**config.mk**
```make
export PLATFORM = sky130hd
export DESIGN_NAME = nav_word_bch_deinterleave_decode_flat
export DESIGN_NICKNAME = d
export VERILOG_FILES = /design/src/rtl/nwbd_pkg.sv /design/src/rtl/nwbd_stream_if.sv /design/src/rtl/nav_word_bch_deinterleave_decode.sv /design/src/rtl/nwbd_bch_lane.sv /design/src/rtl/nwbd_merge.sv /design/src/flat_wrapper.sv
export VERILOG_INCLUDE_DIRS = /design/src /design/src/rtl
export SDC_FILE = /design/constraint.sdc
export NUM_CORES = 1
export LEC_CHECK = 0
export ABC_AREA = 1
export BUFFER_PORTS_ARGS = -buffer_cell sky130_fd_sc_hd__buf_4
export CAP_MARGIN = 20
export CORE_ASPECT_RATIO = 0.9
export CORE_MARGIN = 3
export CORE_UTILIZATION = 40
export DETAILED_ROUTE_END_ITERATION = 16
export PLACE_DENSITY = 0.62
export SKIP_CTS_REPAIR_TIMING = 1
export SLEW_MARGIN = 20
export SYNTH_ARGS = -nofsm -noshare
export SYNTH_HDL_FRONTEND = slang
export SYNTH_HIERARCHICAL = 1
export SYNTH_SLANG_ARGS = --single-unit
```
**constraint.sdc**
```tcl
create_clock -name clock -period 1.9 [get_ports clock]
set_input_delay 0 -clock clock [delete_from_list [all_inputs] [get_ports clock]]
set_output_delay 0 -clock clock [all_outputs]
set_load 0.01 [all_outputs]
```
**src/rtl/nav_word_bch_deinterleave_decode_assert.svh**
```systemverilog
// assertion macros for the navigation word decoder
`ifndef NAV_WORD_BCH_DEINTERLEAVE_DECODE_ASSERT_SVH
`define NAV_WORD_BCH_DEINTERLEAVE_DECODE_ASSERT_SVH

// same-cycle implication, disabled during reset
`define NWBD_ASSERT_SAME(lbl, clk, rst, ante, cons) \
   lbl: assert property (@(posedge clk) disable iff (rst) (ante) |-> (cons)) \
      else $error("assertion failed");

// next-cycle implication, disabled during reset
`define NWBD_ASSERT_NEXT(lbl, clk, rst, ante, cons) \
   lbl: assert property (@(posedge clk) disable iff (rst) (ante) |=> (cons)) \
      else $error("assertion failed");

// next-cycle implication that also holds across reset
`define NWBD_ASSERT_ALWAYS_NEXT(lbl, clk, ante, cons) \
   lbl: assert property (@(posedge clk) (ante) |=> (cons)) \
      else $error("assertion failed");

`endif

```
**src/rtl/nwbd_pkg.sv**
```systemverilog
// shared constants and syndrome table for the navigation word decoder
package nwbd_pkg;

   localparam int unsigned WordBits   = 30;
   localparam int unsigned CodeBits   = 15;
   localparam int unsigned DataBits   = 11;
   localparam int unsigned ParityBits = CodeBits - DataBits;

   // mode codes
   localparam logic MODE_PASS   = 1'b0;
   localparam logic MODE_DECODE = 1'b1;

   typedef logic [WordBits-1:0]   word_type;
   typedef logic [CodeBits-1:0]   code_type;
   typedef logic [ParityBits-1:0] syndrome_type;

   // x^p mod (x^4 + x + 1)
   function automatic syndrome_type syn_pow(input logic [3:0] p);
      syndrome_type v;
      unique case (p)
         4'd0:    v = 4'h1;
         4'd1:    v = 4'h2;
         4'd2:    v = 4'h4;
         4'd3:    v = 4'h8;
         4'd4:    v = 4'h3;
         4'd5:    v = 4'h6;
         4'd6:    v = 4'hC;
         4'd7:    v = 4'hB;
         4'd8:    v = 4'h5;
         4'd9:    v = 4'hA;
         4'd10:   v = 4'h7;
         4'd11:   v = 4'hE;
         4'd12:   v = 4'hF;
         4'd13:   v = 4'hD;
         4'd14:   v = 4'h9;
         default: v = 4'h0;
      endcase
      return v;
   endfunction

endpackage

```
**src/rtl/nwbd_stream_if.sv**
```systemverilog
// valid/ready channels for the navigation word decoder
interface nwbd_req_if;
   logic                valid;
   logic                ready;
   logic                mode;
   nwbd_pkg::word_type  coded_word;

   modport source (output valid, output mode, output coded_word, input ready);
   modport sink   (input valid, input mode, input coded_word, output ready);
endinterface

interface nwbd_rsp_if;
   logic                valid;
   logic                ready;
   nwbd_pkg::word_type  decoded_word;

   modport source (output valid, output decoded_word, input ready);
   modport sink   (input valid, input decoded_word, output ready);
endinterface

```
**src/rtl/nav_word_bch_deinterleave_decode.sv**
```systemverilog
// top level of the navigation word deinterleaver and bch decoder
// usage:
//  - req_if carries one item per handshake: mode and a 30-bit word of hard
//    decisions, symbol i on bit i
//  - rsp_if returns one decoded 30-bit word per item, in arrival order
//  - mode pass returns the word unchanged; mode decode splits even and odd
//    symbols into two codewords, corrects each in its own lane, and packs
//    a data, b data, a parity, b parity
//  - rsp valid rises in the cycle after acceptance
//  - throughput is one item per cycle unless the receiver stalls; both lanes
//    and the merge are pure logic ahead of the single output register
//  - a stalled receiver holds the output register; outside reset req ready
//    drops only while a result is waiting and rsp ready is low
//  - synchronous reset empties the output register and holds req ready low;
//    no other state
module nav_word_bch_deinterleave_decode (
   input  logic            clock,
   input  logic            reset,
   nwbd_req_if.sink        req_if,
   nwbd_rsp_if.source      rsp_if
);

   logic               rsp_valid_ff;
   logic               rsp_valid_in;
   logic               accept;
   logic               pass_accept;
   nwbd_pkg::code_type cw_a;
   nwbd_pkg::code_type cw_b;
   nwbd_pkg::code_type fixed_a;
   nwbd_pkg::code_type fixed_b;

   // outside reset, the output register takes a new item whenever it is empty or being drained
   assign req_if.ready = !reset && (!rsp_valid_ff || rsp_if.ready);
   assign accept       = req_if.valid && req_if.ready;
   assign pass_accept  = accept && (req_if.mode == nwbd_pkg::MODE_PASS);

   // deinterleave: even symbols to codeword a, odd symbols to codeword b
   always_comb begin
      for (int c = 0; c < nwbd_pkg::CodeBits; c++) begin
         cw_a[c] = req_if.coded_word[2*c];
         cw_b[c] = req_if.coded_word[2*c+1];
      end
   end

   // two correction lanes side by side
   nwbd_bch_lane u_lane_a (
      .cw       (cw_a),
      .cw_fixed (fixed_a)
   );

   nwbd_bch_lane u_lane_b (
      .cw       (cw_b),
      .cw_fixed (fixed_b)
   );

   // merge lanes and hold the result
   nwbd_merge u_merge (
      .clock      (clock),
      .load       (accept),
      .mode       (req_if.mode),
      .coded_word (req_if.coded_word),
      .cw_a       (fixed_a),
      .cw_b       (fixed_b),
      .decoded_ff (rsp_if.decoded_word)
   );

   // result valid: set on accept, held while stalled
   assign rsp_valid_in = accept || (rsp_valid_ff && !rsp_if.ready);

   always_ff @(posedge clock) begin
      if (reset) begin
         rsp_valid_ff <= 1'b0;
      end else begin
         rsp_valid_ff <= rsp_valid_in;
      end
   end

   assign rsp_if.valid = rsp_valid_ff;

`include "nav_word_bch_deinterleave_decode_assert.svh"

   // every accepted item shows up on the output next cycle
   `NWBD_ASSERT_NEXT(a_accept_gives_rsp, clock, reset, accept, rsp_if.valid)
   // pass-through items leave unchanged
   `NWBD_ASSERT_NEXT(a_pass_unchanged, clock, reset, pass_accept, rsp_if.decoded_word == $past(req_if.coded_word))
   // a waiting result blocks new items
   `NWBD_ASSERT_SAME(a_stall_blocks_req, clock, reset, rsp_if.valid && !rsp_if.ready, !req_if.ready)
   // reset empties the output stage
   `NWBD_ASSERT_ALWAYS_NEXT(a_reset_empties, clock, reset, !rsp_if.valid)

endmodule

```
**src/rtl/nwbd_bch_lane.sv**
```systemverilog
// single-error bch(15,11) correction of one codeword
module nwbd_bch_lane (
   input  nwbd_pkg::code_type cw,
   output nwbd_pkg::code_type cw_fixed
);

   nwbd_pkg::syndrome_type syndrome;
   nwbd_pkg::code_type     flip;

   always_comb begin
      syndrome = '0;
      for (int c = 0; c < nwbd_pkg::CodeBits; c++) begin
         if (cw[c]) begin
            syndrome = syndrome ^ nwbd_pkg::syn_pow(4'(nwbd_pkg::CodeBits - 1 - c));
         end
      end
      // bit c carries x^(14-c); flip the one whose power matches
      for (int c = 0; c < nwbd_pkg::CodeBits; c++) begin
         flip[c] = (syndrome != '0) &&
                   (syndrome == nwbd_pkg::syn_pow(4'(nwbd_pkg::CodeBits - 1 - c)));
      end
   end

   assign cw_fixed = cw ^ flip;

endmodule

```
**src/rtl/nwbd_merge.sv**
```systemverilog
// packs the corrected codewords, or the raw word in pass mode, and registers it
module nwbd_merge (
   input  logic               clock,
   input  logic               load,
   input  logic               mode,
   input  nwbd_pkg::word_type coded_word,
   input  nwbd_pkg::code_type cw_a,
   input  nwbd_pkg::code_type cw_b,
   output nwbd_pkg::word_type decoded_ff
);

   nwbd_pkg::word_type decoded_in;

   always_comb begin
      if (mode == nwbd_pkg::MODE_PASS) begin
         decoded_in = coded_word;
      end else begin
         decoded_in = {cw_b[nwbd_pkg::CodeBits-1:nwbd_pkg::DataBits],
                       cw_a[nwbd_pkg::CodeBits-1:nwbd_pkg::DataBits],
                       cw_b[nwbd_pkg::DataBits-1:0],
                       cw_a[nwbd_pkg::DataBits-1:0]};
      end
   end

   always_ff @(posedge clock) begin
      if (load) begin
         decoded_ff <= decoded_in;
      end
   end

endmodule

```
**src/flat_wrapper.sv**
```systemverilog
// flat-port wrapper written by rule: the top's interface ports become plain ports
module nav_word_bch_deinterleave_decode_flat 
  (clock, reset, req_if_valid, req_if_mode, req_if_coded_word, req_if_ready, rsp_if_valid, rsp_if_decoded_word, rsp_if_ready);
  nwbd_req_if req_if_i ();
  nwbd_rsp_if rsp_if_i ();
  input  logic clock;
  input  logic reset;
  input wire logic [$bits(req_if_i.valid)-1:0] req_if_valid;
  input wire logic [$bits(req_if_i.mode)-1:0] req_if_mode;
  input wire logic [$bits(req_if_i.coded_word)-1:0] req_if_coded_word;
  output wire logic [$bits(req_if_i.ready)-1:0] req_if_ready;
  output wire logic [$bits(rsp_if_i.valid)-1:0] rsp_if_valid;
  output wire logic [$bits(rsp_if_i.decoded_word)-1:0] rsp_if_decoded_word;
  input wire logic [$bits(rsp_if_i.ready)-1:0] rsp_if_ready;
  assign req_if_i.valid = req_if_valid;
  assign req_if_i.mode = req_if_mode;
  assign req_if_i.coded_word = req_if_coded_word;
  assign req_if_ready = req_if_i.ready;
  assign rsp_if_valid = rsp_if_i.valid;
  assign rsp_if_decoded_word = rsp_if_i.decoded_word;
  assign rsp_if_i.ready = rsp_if_ready;
  nav_word_bch_deinterleave_decode u_core (.clock(clock), .reset(reset), .req_if(req_if_i), .rsp_if(rsp_if_i));
endmodule
```
==> impl_metrics.ini <==
[status]
outcome = complete, no violations

[synthesis]
syn_nets = 577
synth-edff-count = 30
syn_inst = 542
synth-seq-cells = 31
synth_top_area_share = 0.3858
async_flop_share = 0
synthTopCellsByArea = nand2_1 39%, edfxtp_1 28%, nand3_1 8.4%
yosysMostFrequentCell = nand2_1
yosysWarnings = 6
netlist_area_um2 = 3211
synth.distinct_cells = 19
ys_seq_area_frac = 0.2868
yosys.area.top_type = nand2_1
ys.flop_type = edfxtp_1
synthTopCellsByCount = 330 x nand2_1, 54 x nand3_1, 38 x inv_1, 30 x edfxtp_1, 26 x nand2_2
avgSynthCellArea_um2 = 5.924

[setup_path]
cp_slowest_stage_delay_ns = 0.22
cp_slowest_cell = nor2_1
worst-path-max-fanout = 8
path_cells = buf_4 > nand2_1 > inv_1 > nor2_1 > nand2_1 > nand2_1 > nand2_2 > nand3_1 > nand2_2 > nor2_4 > nand2_1 > nand2_1 > nand2_1 > nand2_1 > nand2_1
cp_top_family = simple AND/OR/NAND/NOR gates
setup.worst_path.end_class = flop
arrival_ns = 1.47
crit_required_ns = 1.94
path_common_cell = nand2_1
worst-path-buf-inv = 2
worstSetupPathType = primary input to flop
worst_setup_path_start_kind = primary input

[global_route]
grt_max_degree = 31
antenna_found_initial = 0
grt_pass1_vias = 3128
grt_pass1_wl_um = 15630
gr-total-overflow = 0
grtUsageTotal = 0.2158

[die]
die_height_um = 90.99
die_w_um = 100.4
rows = 30
initial_core_util = 0.4193
io_pins = 67
die_area_um2 = 9139
core_area_um2 = 7657

[routing]
wl_met2_um = 3894
routed_wl_um = 9794
vias = 3513
vias_per_cell = 4.976
drt-initial-drc-count = 251
maxUsedRoutingLayer = met4
wl_met1_um = 4654
drt-pass1-iter-count = 5
drtAntennaViolNets = 0
detail_route.wl_per_cell_um = 13.87
route.met3.wl_um = 1142
drc = 0

[layout]
regArea_um2 = 920.9
area_growth_syn_to_layout_pct = 21.16
fillers = 807
fin_nets = 644
layout-drive-gt1-share = 0.2246
diodes = 0
multi_input_area_um2 = 2023

[place]
numPortBuffers = 66
place.detailed.hpwl_um = 7584
place_congestion = 0.9491
place_ws_ns = 0.2034

[clock_tree]
numCtsBuffers = 5
cts.sinks = 31
clockBufferDepth = 2
htree_levels = 2
cts-root-buf = clkbuf_8
cts_tree = done
clock_latency_ns = 0.28
path_clk_slew_ns = 0.07

[timing]
finalHoldViolCount = 0
rsz0062_at_grt = false
worstMarginPinSlew_ns = 0.5636
maxSlewViolCount = 0
finalCriticalPeriod_ns = 1.430
setup_tns_ns = 0
max_slew_margin = 0.6237
fin_ws_ns = 0.4696
fin_worst_skew_ns = 0.003446
min_period_over_period = 0.7528
setup_viol = 0
fmax_ghz = 0.6991

[power]
ir_drop_mv = 0.3226
power_density_nw_per_um2 = 614.1
p_leak_uw = 0.002197

[job]
max_cap_violations = 0

[worst_hold_path]
hold_path.class = primary input to flop
==> cell usage in the layout (no fill, tap or decap), drive strengths merged <==
cell type    Yosys  final
buf             10     68
dlygate4sd3      0      2
nor2            29     29
nand3           58     58
a21oi            1      1
clkinv           2      3
clkbuf           0      7
edfxtp          30     30
dfxtp            1      1
xnor2            2      2
inv             51     51
nand2          358    358
==> where the power goes <==
| part | total, uW | switching, uW | internal (uW) | leakage [uW] |
|---|---|---|---|---|
| clock network | 544 | 252 | 292 | 0.0000482 |
| registers | 816 | 12.9 | 803 | 0.000290 |
| logic | 1030 | 685 | 345 | 0.00186 |
==> area by class of cell <==
type	count	area share
Multi-Input combinational cell	448	0.5201
Clock buffer	7	0.02219
Clock inverter	1	0.001287
Sequential cell	31	0.2367
Timing Repair Buffer	70	0.1364
Tap cell	96	0.03088
Inverter	53	0.05243
==> cells by family after synthesis <==
family,after synthesis,synth area share
compound gates,1,0.001557
xor+xnor,2,0.005457
buf+inv,63,0.08301
flops,31,0.2868
simple gates,445,0.6232
==> worst reg2reg max path, stage by stage (launching register included) <==
cell and delay, ns:
dfxtp_1 0.32, nand2_2 0.08, nand2_2 0.06, nor2_2 0.07, buf_4 0.37
==> layer usage <==
metal | track usage | up-vias
li1 | - | 1804
met1 | 0.3386 | 1531
met2 | 0.2914 | 168
met3 | 0.05760 | 10
met4 | 0.04489 | 0
met5 | 0 | -
==> registers in the layout (all words and copies together) (netlist names) <==
name / cells
u_core/u_merge/decoded_ff: 30
u_core/rsp_if.valid: 1
==> final timing paths <==
path	to	start	slack, ns	cells after the start
worst max-delay path	u_core/u_merge/decoded_ff[6]	req_if_coded_word[16]	0.47	15
worst min register to register	u_core/u_merge/decoded_ff[21]	u_core/rsp_if.valid	0.98	4
worst max register to register	u_core/u_merge/decoded_ff[26]	u_core/rsp_if.valid	0.64	4
worst min-delay path	u_core/u_merge/decoded_ff[24]	req_if_coded_word[24]	0.03	3
==> metrics by stage <==
step / hold WS, ns / std cells / instance area [um^2] / utilization / power (uW)
3_3_place_gp: 0.1692 / 696 / 3779 / 0.4935 / 1836
6_report: 0.02579 / 706 / 3890 / 0.5080 / 2389
4_1_cts: -0.1333 / 704 / 3870 / 0.5054 / 2402
3_5_place_dp: 0.1720 / 696 / 3779 / 0.4935 / 1845
5_1_grt: 0.02062 / 706 / 3890 / 0.5080 / 2566
2_1_floorplan: 0.06907 / 542 / 3211 / - / 1538
Note: power is estimated with default switching activity, not from simulation.
